--- src/sv/tiny_port_mcu_core_top_assert.svh ---
// ----------------------------------------------------------------------------
// Assertion macros for the tiny port MCU core
// Shared property forms used by the core's concurrent checks.
// ----------------------------------------------------------------------------
`ifndef TINY_PORT_MCU_CORE_TOP_ASSERT_SVH
`define TINY_PORT_MCU_CORE_TOP_ASSERT_SVH

// The consequent must hold in the same cycle as the antecedent.
`define TPM_ASSERT_NOW(label, ante, cons, msg) \
    label: assert property (@(posedge clk) disable iff (!rst_n) (ante) |-> (cons)) \
        else $error(msg);

// The consequent must hold in the cycle after the antecedent.
`define TPM_ASSERT_NEXT(label, ante, cons, msg) \
    label: assert property (@(posedge clk) disable iff (!rst_n) (ante) |=> (cons)) \
        else $error(msg);

`endif

--- src/sv/tpm_pkg.sv ---
// ----------------------------------------------------------------------------
// Tiny port MCU core package
// Request kinds, instruction opcodes and the records passed between units.
// ----------------------------------------------------------------------------
package tpm_pkg;

    // Request kind carried in the input sideband.
    typedef enum logic [1:0] {
        OP_WRITE   = 2'd0,
        OP_TICK    = 2'd1,
        OP_RESTART = 2'd2
    } tpm_op_t;

    // Instruction opcodes.
    localparam logic [7:0] INS_NOP     = 8'h00;
    localparam logic [7:0] INS_SETB    = 8'h01;
    localparam logic [7:0] INS_CLRB    = 8'h02;
    localparam logic [7:0] INS_SETDIR  = 8'h03;
    localparam logic [7:0] INS_INBIT   = 8'h04;
    localparam logic [7:0] INS_OUTPORT = 8'h05;
    localparam logic [7:0] INS_INPORT  = 8'h06;
    localparam logic [7:0] INS_MOVI    = 8'h10;
    localparam logic [7:0] INS_MOVR    = 8'h11;
    localparam logic [7:0] INS_ADDR    = 8'h20;
    localparam logic [7:0] INS_ADDI    = 8'h21;
    localparam logic [7:0] INS_JMP     = 8'h30;
    localparam logic [7:0] INS_JNZ     = 8'h31;
    localparam logic [7:0] INS_JZ      = 8'h32;
    localparam logic [7:0] INS_HALT    = 8'hFF;

    // Direction value after reset or restart: every pin driven.
    localparam logic [7:0] DIR_RESET = 8'hFF;

    // One input request.
    typedef struct packed {
        tpm_op_t     op;
        logic [15:0] addr;
        logic [7:0]  data;
        logic [7:0]  pins0;
        logic [7:0]  pins1;
    } tpm_item_t;

    // Up to four instruction bytes fetched at the program counter.
    typedef struct packed {
        logic [7:0] opc;
        logic [7:0] a;
        logic [7:0] b;
        logic [7:0] c;
    } tpm_fetch_t;

    // Architectural state reported with every result.
    typedef struct packed {
        logic [15:0] pc;
        logic        halt;
        logic [7:0]  lat0;
        logic [7:0]  lat1;
        logic [7:0]  dir0;
        logic [7:0]  dir1;
    } tpm_arch_t;

    // Register file write.
    typedef struct packed {
        logic       en;
        logic [7:0] addr;
        logic [7:0] data;
    } tpm_regwr_t;

endpackage

--- src/sv/tpm_exec.sv ---
// ----------------------------------------------------------------------------
// Instruction execute unit
// Works out the next architectural state and the register write for one
// request from the fetched bytes and the register operands.
// ----------------------------------------------------------------------------
module tpm_exec #(
    parameter int ROM_BYTES = 4096,
    parameter int REG_COUNT = 16
) (
    input  tpm_pkg::tpm_item_t  item,
    input  tpm_pkg::tpm_fetch_t fetch,
    input  tpm_pkg::tpm_arch_t  st,
    input  logic [7:0]          rd_a,
    input  logic [7:0]          rd_b,
    output tpm_pkg::tpm_arch_t  nxt,
    output tpm_pkg::tpm_regwr_t wr,
    output logic                clr
);
    import tpm_pkg::*;

    localparam logic [16:0] ROM_LIMIT = 17'(ROM_BYTES);
    localparam logic [8:0]  REG_LIMIT = 9'(REG_COUNT);

    logic        pc_ok, a_ok, b_ok, b_bit_ok, c_bit_ok, take;
    logic [15:0] pc_p1, pc_p3, pc_p4;
    logic [7:0]  mask_b, lv_b;

    // Operand checks and shared helpers.
    assign pc_ok    = ({1'b0, st.pc} < ROM_LIMIT);
    assign a_ok     = ({1'b0, fetch.a} < REG_LIMIT);
    assign b_ok     = ({1'b0, fetch.b} < REG_LIMIT);
    assign b_bit_ok = (fetch.b[7:3] == 5'd0);
    assign c_bit_ok = (fetch.c[7:3] == 5'd0);
    assign pc_p1    = st.pc + 16'd1;
    assign pc_p3    = st.pc + 16'd3;
    assign pc_p4    = st.pc + 16'd4;
    assign mask_b   = 8'd1 << fetch.b[2:0];
    assign lv_b     = (fetch.b == 8'd0) ? item.pins0 : item.pins1;
    assign take     = a_ok && ((fetch.opc == INS_JNZ) ? (rd_a != 8'd0) : (rd_a == 8'd0));

    // Next state for the request.
    always_comb
    begin
        nxt = st;
        wr  = '0;
        clr = 1'b0;
        case (item.op)
            OP_RESTART:
            begin
                nxt.pc   = '0;
                nxt.halt = 1'b0;
                nxt.lat0 = 8'h00;
                nxt.lat1 = 8'h00;
                nxt.dir0 = DIR_RESET;
                nxt.dir1 = DIR_RESET;
                clr      = 1'b1;
            end
            OP_TICK:
            begin
                if (!st.halt)
                begin
                    if (!pc_ok)
                    begin
                        nxt.halt = 1'b1;
                    end
                    else
                    begin
                        case (fetch.opc)
                            INS_NOP:
                            begin
                                nxt.pc = pc_p1;
                            end
                            INS_SETB, INS_CLRB:
                            begin
                                if (b_bit_ok)
                                begin
                                    if (fetch.a == 8'd0)
                                    begin
                                        nxt.lat0 = (fetch.opc == INS_SETB) ?
                                                   (st.lat0 | mask_b) : (st.lat0 & ~mask_b);
                                    end
                                    else
                                    begin
                                        nxt.lat1 = (fetch.opc == INS_SETB) ?
                                                   (st.lat1 | mask_b) : (st.lat1 & ~mask_b);
                                    end
                                end
                                nxt.pc = pc_p3;
                            end
                            INS_SETDIR:
                            begin
                                if (b_bit_ok)
                                begin
                                    if (fetch.a == 8'd0)
                                    begin
                                        nxt.dir0 = (fetch.c == 8'd0) ?
                                                   (st.dir0 & ~mask_b) : (st.dir0 | mask_b);
                                    end
                                    else
                                    begin
                                        nxt.dir1 = (fetch.c == 8'd0) ?
                                                   (st.dir1 & ~mask_b) : (st.dir1 | mask_b);
                                    end
                                end
                                nxt.pc = pc_p4;
                            end
                            INS_INBIT:
                            begin
                                wr.en   = a_ok && c_bit_ok;
                                wr.addr = fetch.a;
                                wr.data = {7'd0, lv_b[fetch.c[2:0]]};
                                nxt.pc  = pc_p4;
                            end
                            INS_OUTPORT:
                            begin
                                if (b_ok)
                                begin
                                    if (fetch.a == 8'd0)
                                    begin
                                        nxt.lat0 = rd_b;
                                    end
                                    else
                                    begin
                                        nxt.lat1 = rd_b;
                                    end
                                end
                                nxt.pc = pc_p3;
                            end
                            INS_INPORT:
                            begin
                                wr.en   = a_ok;
                                wr.addr = fetch.a;
                                wr.data = lv_b;
                                nxt.pc  = pc_p3;
                            end
                            INS_MOVI:
                            begin
                                wr.en   = a_ok;
                                wr.addr = fetch.a;
                                wr.data = fetch.b;
                                nxt.pc  = pc_p3;
                            end
                            INS_MOVR:
                            begin
                                wr.en   = a_ok && b_ok;
                                wr.addr = fetch.a;
                                wr.data = rd_b;
                                nxt.pc  = pc_p3;
                            end
                            INS_ADDR:
                            begin
                                wr.en   = a_ok && b_ok;
                                wr.addr = fetch.a;
                                wr.data = rd_a + rd_b;
                                nxt.pc  = pc_p3;
                            end
                            INS_ADDI:
                            begin
                                wr.en   = a_ok;
                                wr.addr = fetch.a;
                                wr.data = rd_a + fetch.b;
                                nxt.pc  = pc_p3;
                            end
                            INS_JMP:
                            begin
                                nxt.pc = {fetch.a, fetch.b};
                            end
                            INS_JNZ, INS_JZ:
                            begin
                                nxt.pc = take ? {fetch.b, fetch.c} : pc_p4;
                            end
                            INS_HALT:
                            begin
                                nxt.halt = 1'b1;
                            end
                            default:
                            begin
                                // Unknown opcodes stop the core.
                                nxt.halt = 1'b1;
                            end
                        endcase
                    end
                end
            end
            default:
            begin
                // Program writes and the unused kind leave the state alone.
                nxt = st;
            end
        endcase
    end

endmodule

--- config.mk ---
export PLATFORM = sky130hd
export DESIGN_NAME = tpm_exec
export DESIGN_NICKNAME = d
export VERILOG_FILES = /design/src/sv/tiny_port_mcu_core_top_assert.svh /design/src/sv/tpm_pkg.sv /design/src/sv/tpm_exec.sv
export SDC_FILE = /design/constraint.sdc
export NUM_CORES = 1
export LEC_CHECK = 0
export BUFFER_PORTS_ARGS = -buffer_cell sky130_fd_sc_hd__buf_2
export CAP_MARGIN = 20
export CORE_AREA = 4 4 92 94
export DETAILED_ROUTE_END_ITERATION = 16
export DIE_AREA = 0 0 96 98
export GPL_TIMING_DRIVEN = 0
export PLACE_DENSITY_LB_ADDON = 0.08
export SLEW_MARGIN = 10
export SYNTH_ARGS = -nofsm -noshare
export SYNTH_HDL_FRONTEND = slang
export SYNTH_SLANG_ARGS = --single-unit
--- constraint.sdc ---
create_clock -name vclk -period 5.2
set_input_delay 0.52 -clock vclk [all_inputs]
set_output_delay 0.52 -clock vclk [all_outputs]
set_load 0.005 [all_outputs]
==> impl_metrics.yaml <==
status:
  outcome: "completed"
detailed_routing:
  ant_nets: 0
  drc_errors: 0
  drtIter0Drc: 558
  num_vias: 5431
  dr.pass1.iters: 6
  finalWirelength_mm: 16.47
  viasPerCell: 6.435
  avgRoutedWirePerCell_um: 19.51
worst_setup_path:
  crit_path_frequent_cell: "a21oi_1"
  crit_required_ps: 4680
  worstPathCellList: "buf_2 -> clkbuf_1 -> nor4b_1 -> nand2_1 -> mux2_2 -> ha_1 -> fa_1 -> a21o_1 -> a21oi_1 -> o21bai_1 -> a21oi_1 -> xnor2_1 -> a21oi_1 -> nor2_1 -> buf_2"
  start_kind: "input pin"
  critPathKind: "input pin to primary output"
  cp_max_fo: 10
  cp.arrival_ps: 4320
  crit_family: "simple AND/OR/NAND/NOR gates"
  endpoint_kind: "primary output"
  cp_num_buf_inv: 3
  cpMaxStageDelayCell: "nor4b_1"
  slowest_delay_ps: 740
worst_hold_path:
  hold_path_class: "input pin to primary output"
cells_and_area:
  fin_util: 0.5975
  syn2layout_area_growth_pct: 29.23
  layout.nets: 896
  regArea_um2: 0
  layout-drive-gt1-share: 0.2817
  clock_buffers: 0
  diodes: 0
  fillCellCount: 778
  seq_cells: 0
sta:
  fin_crit_sh: 0.9306
  relSlewSlack: 0.3088
  fin_setup_tns_ps: 0
  rsz0062_at_grt: "false"
  worst_slack_ps: 361.1
  fmax_mhz: 206.7
  hold_viol_final: 0
  final-setup-viol-count: 0
  finalMaxSlewViolations: 0
  tightest_slew_ps: 1023
  period_minus_slack_ps: 4839
job:
  drv_cap: 0
synthesis:
  netlist_area_mm2: 0.003536
  ys_seq_area_frac: 0
  synth_area_leaders: "mux2i_1 7.9%, a21oi_1 7.8%, nor2_1 6.9%"
  yosys-top-cells-count: "65 x nor2_1, 63 x nand2_1, 55 x a21oi_1"
  yosys.area.top_type: "mux2i_1"
  yosysMostFrequentCell: "nor2_1"
  syn-num-nets: 713
  yosysUniqueCellTypes: 65
  netlist_instances: 561
  ys.warnings.count: 0
  yosysTopAreaCellShare: 0.07926
  avgSynthCellArea_um2: 6.303
grt:
  grt_pass1_wl_mm: 26.01
  grt_max_degree: 11
  antenna_found_initial: 0
  grt_util_all_layers: 0.3354
  grt-ovfl-total: 0
  grt_pass1_vias: 5348
floorplan:
  die_h_um: 98
  io_pins: 206
  placementRows: 32
  core_mm2: 0.007647
  start_util: 0.4624
  design.die.area_mm2: 0.009408
  dieWidth_um: 96
pwr:
  leakage_nw: 2.043
  p_per_area_mw_per_mm2: 67.14
  ir_drop_v: 0.00004231
placement:
  place_congestion: 1.019
  port_buffers: 179
  dpl.hpwl_mm: 13.41
  detailedPlace.worstSlack_ps: 452.1
clocking:
  hold_buffers: 0
  post_cts_resized: 0
  cts_setup_buffers: 0
-- area by class of cell --
class,instances,area [um^2],share of cell area
multi-input cells,512,3316,0.7256
repair buffers,181,905.9,0.1982
inverters,12,45.04,0.009858
plain buffers,37,175.2,0.03834
well taps,102,127.6,0.02793
-- cell families (layout without fill, tap and decap cells) --
kind of cell / count (synthesis) / after routing / synth area share
AND/OR/NAND/NOR: 252 / 252 / 0.3560
adder cells (fa/ha/maj): 13 / 13 / 0.05025
multiplexers: 36 / 36 / 0.1079
buffers and inverters: 49 / 230 / 0.06228
AO/OA/AOI/OAI: 200 / 200 / 0.3963
XOR/XNOR: 11 / 11 / 0.02725
-- final timing paths --
kind | from | end | slack [ps] | cells after the start
worst max-delay path | fetch[25] | wr[6] | 360 | 15
worst min-delay path | fetch[16] | wr[8] | 1360 | 3
-- layer usage --
layer,vias up,track usage,wire length [um]
li1,2542,-,-
met1,2450,0.4207,6271
met2,382,0.5730,7942
met3,57,0.04006,1649
met4,0,0.1302,600
met5,-,0,0
-- power by group --
part           total (mW)  switching [mW]  internal (mW)
clock                   0               0              0
combinational       0.307           0.176          0.131
sequential              0               0              0
-- stage by stage --
step	hold WS, ps	cells	total power, mW	instance area, um^2
2_1_floorplan	1132	561	0.1520	3536
3_3_place_gp	1362	842	0.2938	4559
3_5_place_dp	1355	844	0.2991	4569
4_1_cts	1363	844	0.3013	4569
5_1_grt	1369	844	0.3355	4569
6_report	1358	844	0.3068	4569
-- cells in the final DEF (no fill, tap or decap), types with 9 or more instances in the layout --
| cell | Yosys | final |
|---|---|---|
| buf_2 | 2 | 183 |
| nor2_1 | 65 | 65 |
| nand2_1 | 63 | 63 |
| a21oi_1 | 55 | 55 |
| clkbuf_1 | 29 | 29 |
| mux2i_1 | 28 | 28 |
| nand3_1 | 23 | 23 |
| nor3_1 | 22 | 22 |
| nor2b_1 | 19 | 19 |
| a211oi_1 | 18 | 18 |
| o221ai_1 | 17 | 17 |
| o21ai_0 | 14 | 14 |
| inv_1 | 12 | 12 |
| a22o_1 | 11 | 11 |
| ha_1 | 11 | 11 |
| and2_1 | 10 | 10 |
| a22oi_1 | 10 | 10 |
| o21ai_1 | 9 | 9 |
Note: power is estimated with default switching activity, not from simulation.
