$ cat src/sv/tiny_port_mcu_core_top_assert.svh
// ----------------------------------------------------------------------------
// Assertion macros for the tiny port MCU core
// Shared property forms used by the core's concurrent checks.
// ----------------------------------------------------------------------------
`ifndef TINY_PORT_MCU_CORE_TOP_ASSERT_SVH
`define TINY_PORT_MCU_CORE_TOP_ASSERT_SVH

// The consequent must hold in the same cycle as the antecedent.
`define TPM_ASSERT_NOW(label, ante, cons, msg) \
    label: assert property (@(posedge clk) disable iff (!rst_n) (ante) |-> (cons)) \
        else $error(msg);

// The consequent must hold in the cycle after the antecedent.
`define TPM_ASSERT_NEXT(label, ante, cons, msg) \
    label: assert property (@(posedge clk) disable iff (!rst_n) (ante) |=> (cons)) \
        else $error(msg);

`endif

$ cat src/sv/tpm_pkg.sv
// ----------------------------------------------------------------------------
// Tiny port MCU core package
// Request kinds, instruction opcodes and the records passed between units.
// ----------------------------------------------------------------------------
package tpm_pkg;

    // Request kind carried in the input sideband.
    typedef enum logic [1:0] {
        OP_WRITE   = 2'd0,
        OP_TICK    = 2'd1,
        OP_RESTART = 2'd2
    } tpm_op_t;

    // Instruction opcodes.
    localparam logic [7:0] INS_NOP     = 8'h00;
    localparam logic [7:0] INS_SETB    = 8'h01;
    localparam logic [7:0] INS_CLRB    = 8'h02;
    localparam logic [7:0] INS_SETDIR  = 8'h03;
    localparam logic [7:0] INS_INBIT   = 8'h04;
    localparam logic [7:0] INS_OUTPORT = 8'h05;
    localparam logic [7:0] INS_INPORT  = 8'h06;
    localparam logic [7:0] INS_MOVI    = 8'h10;
    localparam logic [7:0] INS_MOVR    = 8'h11;
    localparam logic [7:0] INS_ADDR    = 8'h20;
    localparam logic [7:0] INS_ADDI    = 8'h21;
    localparam logic [7:0] INS_JMP     = 8'h30;
    localparam logic [7:0] INS_JNZ     = 8'h31;
    localparam logic [7:0] INS_JZ      = 8'h32;
    localparam logic [7:0] INS_HALT    = 8'hFF;

    // Direction value after reset or restart: every pin driven.
    localparam logic [7:0] DIR_RESET = 8'hFF;

    // One input request.
    typedef struct packed {
        tpm_op_t     op;
        logic [15:0] addr;
        logic [7:0]  data;
        logic [7:0]  pins0;
        logic [7:0]  pins1;
    } tpm_item_t;

    // Up to four instruction bytes fetched at the program counter.
    typedef struct packed {
        logic [7:0] opc;
        logic [7:0] a;
        logic [7:0] b;
        logic [7:0] c;
    } tpm_fetch_t;

    // Architectural state reported with every result.
    typedef struct packed {
        logic [15:0] pc;
        logic        halt;
        logic [7:0]  lat0;
        logic [7:0]  lat1;
        logic [7:0]  dir0;
        logic [7:0]  dir1;
    } tpm_arch_t;

    // Register file write.
    typedef struct packed {
        logic       en;
        logic [7:0] addr;
        logic [7:0] data;
    } tpm_regwr_t;

endpackage

$ cat src/sv/tpm_regfile.sv
// ----------------------------------------------------------------------------
// General purpose register file
// Synchronous memory with two read ports, per-entry valid bits for the
// restart clear, and a bypass for a write landing in the read cycle.
// ----------------------------------------------------------------------------
module tpm_regfile #(
    parameter int REG_COUNT = 16
) (
    input  logic                clk,
    input  logic                rst_n,
    input  logic                clr,
    input  logic                rd_en,
    input  logic [7:0]          rd_addr_a,
    input  logic [7:0]          rd_addr_b,
    input  tpm_pkg::tpm_regwr_t wr,
    output logic [7:0]          rd_data_a,
    output logic [7:0]          rd_data_b
);
    import tpm_pkg::*;

    localparam int RW = (REG_COUNT > 1) ? $clog2(REG_COUNT) : 1;
    localparam logic [8:0] REG_LIMIT = 9'(REG_COUNT);

    logic [7:0]           mem [REG_COUNT];
    logic [REG_COUNT-1:0] vld_reg, vld_next;
    logic [7:0]           q_a_reg, q_b_reg, fwd_reg;
    logic                 live_a_reg, live_b_reg, hit_a_reg, hit_b_reg;

    logic [RW-1:0] ra, rb, wa;
    logic          ra_ok, rb_ok;

    assign ra    = rd_addr_a[RW-1:0];
    assign rb    = rd_addr_b[RW-1:0];
    assign wa    = wr.addr[RW-1:0];
    assign ra_ok = ({1'b0, rd_addr_a} < REG_LIMIT);
    assign rb_ok = ({1'b0, rd_addr_b} < REG_LIMIT);

    // Storage: written on an executed instruction, read for the next one.
    always_ff @(posedge clk)
    begin
        if (wr.en)
        begin
            mem[wa] <= wr.data;
        end
        if (rd_en)
        begin
            q_a_reg <= mem[ra];
            q_b_reg <= mem[rb];
            fwd_reg <= wr.data;
        end
    end

    // Valid bits: a restart empties the file at once.
    always_comb
    begin
        vld_next = vld_reg;
        if (clr)
        begin
            vld_next = '0;
        end
        else if (wr.en)
        begin
            vld_next[wa] = 1'b1;
        end
    end

    always_ff @(posedge clk or negedge rst_n)
    begin
        if (!rst_n)
        begin
            vld_reg    <= '0;
            live_a_reg <= 1'b0;
            live_b_reg <= 1'b0;
            hit_a_reg  <= 1'b0;
            hit_b_reg  <= 1'b0;
        end
        else
        begin
            vld_reg <= vld_next;
            if (rd_en)
            begin
                live_a_reg <= ra_ok && vld_reg[ra];
                live_b_reg <= rb_ok && vld_reg[rb];
                hit_a_reg  <= wr.en && (wr.addr == rd_addr_a);
                hit_b_reg  <= wr.en && (wr.addr == rd_addr_b);
            end
        end
    end

    // A same-cycle write wins; an entry never written reads as zero.
    assign rd_data_a = hit_a_reg ? fwd_reg : (live_a_reg ? q_a_reg : 8'h00);
    assign rd_data_b = hit_b_reg ? fwd_reg : (live_b_reg ? q_b_reg : 8'h00);

endmodule

$ cat config.mk
export PLATFORM = sky130hd
export DESIGN_NAME = tpm_regfile
export DESIGN_NICKNAME = d
export VERILOG_FILES = /design/src/sv/tiny_port_mcu_core_top_assert.svh /design/src/sv/tpm_pkg.sv /design/src/sv/tpm_regfile.sv
export SDC_FILE = /design/constraint.sdc
export NUM_CORES = 1
export LEC_CHECK = 0
export CORE_ASPECT_RATIO = 0.9
export CORE_UTILIZATION = 60
export CTS_CLUSTER_SIZE = 24
export DETAILED_ROUTE_END_ITERATION = 12
export DONT_BUFFER_PORTS = 1
export PLACE_DENSITY = 0.81
export SLEW_MARGIN = 20
export SYNTH_ARGS = -nofsm -noshare
export SYNTH_HDL_FRONTEND = slang
export SYNTH_SLANG_ARGS = --single-unit
$ cat constraint.sdc
create_clock -name clk -period 2.1 [get_ports clk]
set_input_delay 0.42 -clock clk [delete_from_list [all_inputs] [get_ports clk]]
set_output_delay 0.42 -clock clk [all_outputs]
set_load 0.01 [all_outputs]
==> flow_metrics.py, run 1 <==
metrics = {
    "outcome": {
        "status": "finished, final reports clean",
    },
    "placed_design": {
        "dp.cells": 561,
        "hpwl_mm": 11.28,
        "port_buffers": 0,
        "gp_congestion": 0.8276,
        "pre_cts_ws_ps": 323.7,
    },
    "setup_path": {
        "arrival_ps": 1460,
        "rr_endpoint": "q_a_reg[0]$_DFFE_PP_",
        "endpoint_kind": "primary output",
        "rrSetupSlack_ps": 330,
        "worst_r2r_path_depth": 2,
        "start_kind": "flop",
        "worst-path-max-fanout": 7,
        "crit_type": "flop to primary output",
        "cp.required_ps": 1680,
        "reg2reg_from": "mem[3][0]$_DFFE_PP_",
    },
    "clocking": {
        "cts_tree": "built",
        "numCtsBuffers": 17,
        "clk_pin_slew_ps": 70,
        "clock_path_buffers": 2,
        "htree_levels": 4,
        "cts.sinks": 172,
        "clock_latency_ps": 430,
        "post-cts-setup-buffer-count": 0,
        "root_buffer": "clkbuf_16",
    },
    "layout": {
        "drive_gt1_share_pct": 31.63,
        "instances_no_fill": 594,
        "final_nets": 454,
        "num_antenna_cells": 0,
        "largest_reg_flops": 128,
        "syn_to_final_growth_pct": 10.66,
    },
    "floorplan": {
        "ioPinCount": 53,
        "dieWidth_um": 123.4,
        "initial_core_util_pct": 61.99,
        "coreArea_mm2": 0.01283,
        "die_h_um": 111.2,
        "dieArea_mm2": 0.01372,
        "placementRows": 39,
    },
    "synthesis": {
        "synthFlopType": "edfxtp_1",
        "ys_seq_area_share_pct": 63.67,
        "yosysTopAreaCellShare_pct": 57.38,
        "syn_avg_cell_area_um2": 19.36,
        "yosys_warnings": 0,
        "synth_nets": 448,
        "synth_top_family_by_area": "multiplexers",
        "synth_area_leaders": "edfxtp_1 57%, mux4_2 24%, dfrtp_1 6.3%",
        "ys_ff_latch": 172,
        "synth_simple_gate_area_share_pct": 3.869,
        "synth-xor-area-share_pct": 1.762,
        "synthesis.area_mm2": 0.007955,
        "synth-edff-count": 152,
        "synth_top_area_cell": "edfxtp_1",
        "synthMuxAreaShare_pct": 25.72,
        "synthDistinctLibCells": 31,
        "yosysMostFrequentCell": "edfxtp_1",
        "synth_commonest_cells": "152 x edfxtp_1, 85 x mux4_2, 29 x nor2_1, 20 x dfrtp_1, 19 x clkbuf_1",
        "synthAdderAreaFrac_pct": 0,
        "synthCells": 411,
        "async_flop_share_pct": 11.63,
        "synth-compound-area-share_pct": 3.177,
    },
    "power_and_ir_drop": {
        "powerDensity_mw_per_mm2": 863.9,
        "total_power_w": 0.007606,
        "leakagePower_nw": 2.910,
        "irDropWorstVdd_v": 0.0007930,
    },
    "global_routing": {
        "grt_max_degree": 38,
        "top_usage_layer": "met1",
        "overflow": 0,
        "met1_usage_pct": 41.05,
        "grt_pass1_vias": 4133,
        "gr-usage-met2_pct": 38.36,
        "grtUsageMet3_pct": 9.774,
        "antenna_found_initial": 0,
        "grt_usage_pct": 27.44,
        "grt_pass1_wl_mm": 25.72,
    },
    "sta": {
        "fin_crit_ps": 1884,
        "hold_viol_final": 0,
        "max_freq_mhz": 530.9,
        "worst_pin_slew_ps": 935.2,
        "rsz0062_at_grt": "no",
        "drv_slew": 0,
        "setup_viol": 0,
        "setup-tns-final_ps": 0,
        "fin_crit_sh_pct": 89.69,
        "fin_ws_ps": 216.5,
        "skew_ps": 7.813,
        "slew_headroom_pct": 37.45,
        "worst_hold_slack_ps": 45.91,
    },
    "worst_hold_path": {
        "min_from": "clr",
        "hp-class": "input port to flop",
        "min_path_cells": 1,
        "min_to": "vld_reg[3]$_DFFE_PN0P_",
    },
    "drt": {
        "via_count": 4266,
        "drt_iter0_markers": 641,
        "routed_via_density": 7.182,
        "first_pass_iters": 5,
        "drt_wl_total_mm": 17.10,
        "drtAntennaViolNets": 0,
        "wl_per_cell_um": 28.79,
        "drc": 0,
    },
    "flow_run": {
        "maxCapViolCount": 0,
    },
}
## layout by cell type (no fill, tap or decap), drive strengths merged, types with 8 or more instances in the layout
master / instances
a22o: 14
mux4: 90
edfxtp: 152
nand2: 9
clkinv: 8
a21oi: 12
nor2: 29
dfrtp: 20
xnor2: 16
clkbuf: 18
buf: 18
## layout make-up
class,instances,area [µm²]
clock buffers,18,429.2
clock inverters,14,198.9
fillers,796,4030
inverters,1,3.754
multi-input cells,206,2756
flip-flops and latches,172,5065
well taps,164,205.2
repair buffers,19,145.1
## cells by family after synthesis
group,Yosys count
AOI/OAI and AO/OA,36
xor gates and xnor gates,16
buffers and inverters,33
DFF,172
muxes,90
and+or+nand+nor,64
## through the flow
stage,utilization (%),area (µm²)
floorplan,-,7975
global placement,63.59,8160
detailed placement,63.59,8160
CTS,68.56,8798
global route,68.60,8803
finish,68.60,8803
## worst max-delay path, stage by stage, from the launching register on
cell	delay, ps
dfrtp_1	420
nor2b_2	370
a22o_1	240
## how the worst max path moves through the flow
stage                            from              endpoint  depth (start not counted)
2_1_floorplan            rd_addr_a[1]  q_a_reg[0]$_DFFE_PP_                          4
3_3_place_gp             rd_addr_a[0]  q_a_reg[0]$_DFFE_PP_                          2
3_5_place_dp             rd_addr_a[0]  q_a_reg[0]$_DFFE_PP_                          2
4_1_cts        live_b_reg$_DFFE_PN0P_          rd_data_b[4]                          2
5_1_grt        live_b_reg$_DFFE_PN0P_          rd_data_b[4]                          2
6_report       live_b_reg$_DFFE_PN0P_          rd_data_b[4]                          2
## repair_timing
item                       4_1_cts  5_1_grt
hold endpoints to repair        20        0
gates resized for setup          0        2
setup endpoints to repair        0       14
hold buffers                     1        0
## metal layers
layer  wire [µm]  vias to the layer above
met2        8086                      268
met4         204                        0
met3        1780                       18
met1        7029                     2230
li1            -                     1750
met5           0                        -
## power by group
group	switching, W	internal [W]
registers	0.0000430	0.00384
logic	0.000136	0.000252
clock network	0.00124	0.00209
(Power assumes the default switching activity.)
==> inputs of run 2 (changes only) <==
Settings changed: CORE_UTILIZATION 60 to 43, PLACE_DENSITY 0.81 to 0.63, TNS_END_PERCENT set to 20.
==> run 2 against run 1 <==
Compared with the run above: sequential share of layout area increased by 0.18 points; largest power group unchanged; highest routed layer is now met5; sequential cell count unchanged; die area is 39% higher; worst hold slack improved by 4.3 ps; non-clock buffer count unchanged; setup slack got worse by 70 ps; core utilization fell by 19 points; sequential power barely moved; largest cell class unchanged; fmax decreased by 3.6%; total power is 7.0% lower.
==> flow_metrics.py, run 2 (synthesized netlist as in run 1, its figures left out) <==
metrics = {
    "clocking": {
        "clock_path_buffers": 2,
        "cts.sinks": 172,
        "cts_tree": "built",
        "clk_pin_slew_ps": 60,
        "clock_latency_ps": 430,
        "post-cts-setup-buffer-count": 0,
        "root_buffer": "clkbuf_16",
        "numCtsBuffers": 17,
        "htree_levels": 4,
    },
    "outcome": {
        "status": "finished, final reports clean",
    },
    "setup_path": {
        "endpoint_kind": "primary output",
        "rrSetupSlack_ps": 350,
        "reg2reg_from": "vld_reg[9]$_DFFE_PN0P_",
        "cp.required_ps": 1680,
        "worst-path-max-fanout": 11,
        "arrival_ps": 1530,
        "worst_r2r_path_depth": 3,
        "crit_type": "flop to primary output",
        "rr_endpoint": "live_b_reg$_DFFE_PN0P_",
        "start_kind": "flop",
    },
    "layout": {
        "largest_reg_flops": 128,
        "layout.cells.most_common": "edfxtp_1",
        "utilization_pct": 49.19,
        "num-fill-cells": 1456,
        "multi_input_area_mm2": 0.002746,
        "final_nets": 454,
        "regArea_mm2": 0.005065,
        "final_cell_mix": "152 x edfxtp_1, 85 x mux4_2, 29 x nor2_1, 20 x dfrtp_1, 18 x buf_4",
        "syn_to_final_growth_pct": 10.32,
        "design_area_mm2": 0.008776,
        "drive_gt1_share_pct": 30.14,
        "num_antenna_cells": 0,
    },
    "floorplan": {
        "initial_core_util_pct": 44.59,
        "placementRows": 46,
        "dieArea_mm2": 0.01905,
        "dieWidth_um": 145.4,
        "coreArea_mm2": 0.01784,
        "die_h_um": 131.0,
        "ioPinCount": 53,
    },
    "sta": {
        "slew_headroom_pct": 37.57,
        "drv_slew": 0,
        "fin_crit_ps": 1954,
        "max_freq_mhz": 511.8,
        "worst_pin_slew_ps": 933.4,
        "setup_viol": 0,
        "skew_ps": 11.08,
        "fin_crit_sh_pct": 93.04,
        "worst_hold_slack_ps": 50.21,
        "rsz0062_at_grt": "no",
        "hold_viol_final": 0,
    },
    "flow_run": {
        "maxCapViolCount": 0,
    },
    "placed_design": {
        "gp_congestion": 0.7694,
        "port_buffers": 0,
        "hpwl_mm": 11.62,
        "placed_cell_area_mm2": 0.008250,
    },
    "drt": {
        "routed_via_density": 6.060,
        "drc": 0,
        "via_count": 4048,
        "drtAntennaViolNets": 0,
        "drt_iter0_markers": 403,
        "first_pass_iters": 5,
        "drt_wl_total_mm": 16.99,
        "wl_per_cell_um": 25.44,
    },
    "global_routing": {
        "antenna_found_initial": 1,
        "gr-usage-met2_pct": 27.63,
        "overflow": 0,
        "grt_usage_pct": 19.10,
        "met1_usage_pct": 27.71,
        "top_usage_layer": "met1",
        "grt_max_degree": 38,
        "grt_pass1_wl_mm": 26.01,
        "grtUsageMet3_pct": 5.590,
        "grt_pass1_vias": 4115,
    },
    "power_and_ir_drop": {
        "clkPwrFrac_pct": 39.8,
        "combPwrFrac_pct": 5.3,
        "swShare_pct": 19.57,
        "p_sw_w": 0.001384,
        "leakagePower_nw": 2.843,
        "power.internal_w": 0.005690,
        "seqPwrFrac_pct": 54.9,
        "powerDensity_mw_per_mm2": 806.0,
        "irDropWorstVdd_v": 0.0005648,
    },
    "worst_hold_path": {
        "min_path_cells": 1,
        "hp-class": "input port to flop",
        "min_to": "vld_reg[13]$_DFFE_PN0P_",
        "min_from": "clr",
    },
}
-- run 2: changes by cell type in the layout (fill, tap and decap cells not counted) --
cell,delta
nor2b_1,+2
nor3_1,+1
clkbuf_1,+3
clkinvlp_4,+3
clkinv_2,-1
clkinv_4,-1
inv_6,-1
bufinv_16,-4
clkinv_1,-1
nor3_2,-1
nor2b_2,-2
-- run 2: timing repair --
item / 4_1_cts / 5_1_grt
hold buffers: 1 / 0
resized for setup: 0 / 0
hold endpoints to repair: 20 / 0
-- run 2: final cells by class --
cell class / count / share of cell area (%)
inverter: 1 / 0.04277
clock buffer: 21 / 5.019
multi-input combinational: 206 / 31.29
tap: 240 / 3.422
sequential: 172 / 57.71
clock inverter: 9 / 0.8554
timing repair buffer: 19 / 1.654
-- run 2: how the worst max path moves through the flow --
stage / from / end / depth (start not counted)
after global placement: rd_addr_a[0] / q_a_reg[1]$_DFFE_PP_ / 2
final: hit_b_reg$_DFFE_PN0P_ / rd_data_b[7] / 3
after floorplan: wr[16] / mem[0][0]$_DFFE_PP_ / 3
after global routing: hit_b_reg$_DFFE_PN0P_ / rd_data_b[7] / 3
after detailed placement: rd_addr_a[0] / q_a_reg[1]$_DFFE_PP_ / 2
after CTS: hit_b_reg$_DFFE_PN0P_ / rd_data_b[7] / 3
-- run 2: metrics by stage --
| step | worst slack [ps] | std cells | total power (W) | setup TNS (ps) |
|---|---|---|---|---|
| floorplan | -35.19 | 411 | 0.004321 | -281.5 |
| global placement | 313.5 | 637 | 0.004310 | 0 |
| detailed placement | 311.8 | 637 | 0.004321 | 0 |
| CTS | 123.0 | 668 | 0.007114 | 0 |
| global route | 72.33 | 668 | 0.007277 | 0 |
| finish | 146.2 | 668 | 0.007073 | 0 |
-- run 2: power groups by stage --
stage / combinational, W / sequential (W) / clock (W)
global route: 0.000401 / 0.00389 / 0.00298
floorplan: 0.000387 / 0.00393 / 0
finish: 0.000378 / 0.00388 / 0.00281
detailed placement: 0.000369 / 0.00395 / 0
CTS: 0.000380 / 0.00388 / 0.00285
global placement: 0.000365 / 0.00395 / 0
-- run 2: worst max-delay path: stages, from the launching register on --
cell and delay, ps:
dfrtp_1 590, nor2b_1 90, buf_4 180, a22o_1 240
-- run 2: per-layer routing --
metal	wire length, µm	vias to the layer above
met1	7573	2126
met4	266	2
met3	1424	17
met2	7714	155
li1	-	1748
met5	13	-
==> inputs of run 3 (changes only) <==
Settings changed: PLACE_DENSITY 0.63 to unset.
==> run 3 against run 2 <==
Compared with the run above: clock power up 18%; sequential power barely moved; critical path depth did not move; setup slack better by 13 ps; clock skew hardly changed; non-clock buffer count unchanged; final area is 1.2% higher; die area unchanged; combinational power increased by 1%; register-to-register slack barely moved; worst hold slack got worse by 2.2 ps.
==> flow_metrics.py, run 3 (synthesized netlist as in run 1, its figures left out) <==
metrics = {
    "sta": {
        "drv_slew": 0,
        "max_freq_mhz": 515.2,
        "skew_ps": 10.92,
        "setup_viol": 0,
        "hold_viol_final": 0,
        "rsz0062_at_grt": "no",
        "fin_crit_sh_pct": 92.42,
        "worst_pin_slew_ps": 946.2,
        "fin_crit_ps": 1941,
        "slew_headroom_pct": 36.71,
    },
    "floorplan": {
        "placementRows": 46,
        "die_h_um": 131.0,
        "dieWidth_um": 145.4,
        "coreArea_mm2": 0.01784,
        "dieArea_mm2": 0.01905,
        "ioPinCount": 53,
        "initial_core_util_pct": 44.59,
    },
    "global_routing": {
        "overflow": 0,
        "grt_pass1_vias": 4087,
        "grt_max_degree": 38,
        "grt_usage_pct": 19.19,
        "grt_pass1_wl_mm": 25.85,
        "antenna_found_initial": 0,
    },
    "setup_path": {
        "start_kind": "flop",
        "rrSetupSlack_ps": 350,
        "arrival_ps": 1520,
        "cp.required_ps": 1680,
        "crit_type": "flop to primary output",
        "worst_r2r_path_depth": 2,
        "cp-startpoint": "hit_a_reg$_DFFE_PN0P_",
        "reg2reg_from": "mem[11][1]$_DFFE_PP_",
        "endpoint_kind": "primary output",
        "rr_endpoint": "q_a_reg[1]$_DFFE_PP_",
        "worst-path-max-fanout": 11,
    },
    "power_and_ir_drop": {
        "irDropWorstVdd_v": 0.0006407,
        "leakagePower_nw": 2.903,
        "powerDensity_mw_per_mm2": 852.2,
    },
    "clocking": {
        "numCtsBuffers": 17,
        "clock_path_buffers": 2,
        "clock_latency_ps": 430,
        "htree_levels": 4,
        "ctsResizeCount": 0,
        "cts_tree": "built",
        "root_buffer": "clkbuf_16",
        "clk_pin_slew_ps": 70,
        "cts.sinks": 172,
    },
    "drt": {
        "first_pass_iters": 5,
        "drc": 0,
        "drt_iter0_markers": 415,
        "wl_per_cell_um": 25.82,
        "drtAntennaViolNets": 0,
        "drt_wl_total_mm": 17.30,
        "routed_via_density": 6.046,
        "via_count": 4051,
    },
    "placed_design": {
        "port_buffers": 0,
        "hpwl_mm": 12.08,
        "placed_cell_area_mm2": 0.008250,
        "gp_congestion": 0.7663,
    },
    "layout": {
        "multi_input_area_mm2": 0.002746,
        "num-fill-cells": 1441,
        "final_nets": 454,
        "largest_reg_flops": 128,
        "syn_to_final_growth_pct": 11.64,
        "num_antenna_cells": 0,
        "regArea_mm2": 0.005065,
        "design_area_mm2": 0.008881,
        "final_cell_mix": "152 x edfxtp_1, 85 x mux4_2, 29 x nor2_1, 20 x dfrtp_1, 18 x buf_4",
        "drive_gt1_share_pct": 31.86,
        "layout.cells.most_common": "edfxtp_1",
        "utilization_pct": 49.78,
    },
    "worst_hold_path": {
        "min_from": "clr",
        "hp-class": "input port to flop",
        "min_path_cells": 1,
        "min_to": "vld_reg[1]$_DFFE_PN0P_",
    },
    "outcome": {
        "status": "finished, final reports clean",
    },
    "flow_run": {
        "maxCapViolCount": 0,
    },
}
-- run 3: changes by cell type in the layout (fill, tap and decap cells not counted), sizes merged --
cell      change
clkinvlp      -1
clkbuf        -4
clkinv        +1
bufinv        +3
inv           +3
-- run 3: per-stage QoR --
step / setup slack, ps / total power, W / hold slack [ps] / setup TNS, ps / std cells
2_1_floorplan: -35.19 / 0.004321 / 124.4 / -281.5 / 411
3_3_place_gp: 302.3 / 0.004316 / 125.2 / 0 / 637
3_5_place_dp: 311.5 / 0.004327 / 125.0 / 0 / 637
4_1_cts: 118.0 / 0.007637 / 27.71 / 0 / 670
5_1_grt: 74.54 / 0.007792 / 30.17 / 0 / 670
6_report: 159.2 / 0.007568 / 48.03 / 0 / 670
-- run 3: how the worst max path moves through the flow --
| stage | endpoint | slack, ps | cells after the start |
|---|---|---|---|
| finish | rd_data_a[5] | 160 | 3 |
| global route | rd_data_b[7] | 70 | 3 |
| CTS | rd_data_a[5] | 120 | 3 |
| detailed placement | q_a_reg[0]$_DFFE_PP_ | 310 | 2 |
| global placement | q_a_reg[1]$_DFFE_PP_ | 300 | 2 |
| floorplan | mem[0][0]$_DFFE_PP_ | -40 | 3 |
-- run 3: power breakdown --
part	internal, W	total, W	switching (W)	leakage, nW
Sequential	0.00384	0.00388	0.0000429	1.67
Combinational	0.000251	0.000382	0.000131	0.930
Clock	0.00199	0.00331	0.00131	0.304
Total	0.00608	0.00757	0.00149	2.90
-- run 3: what timing repair did --
| item | in CTS | in global routing |
|---|---|---|
| endpoints found under the hold margin | 20 | 0 |
| hold buffers | 1 | 0 |
| buffers inserted | 0 | 0 |
-- run 3: routing by layer --
layer | vias up | global-route usage, % | share of wire [%]
li1 | 1744 | - | -
met1 | 2137 | 28.34 | 45
met2 | 164 | 28.37 | 46
met3 | 6 | 5.174 | 8.3
met4 | 0 | 5.015 | 0.55
met5 | - | 0 | 0
-- run 3: critical path: stages, from the launching register on --
cell and delay [ps]:
dfrtp_1 580, nor2b_1 90, buf_4 180, a22o_1 240
-- run 3: cell type report --
type                    count  area share, %
well taps                 240          3.381
flip-flops and latches    172          57.03
clock buffers              17          4.790
clock inverters            15          2.198
repair buffers             19          1.634
multi-input cells         206          30.92
inverters                   1        0.04227
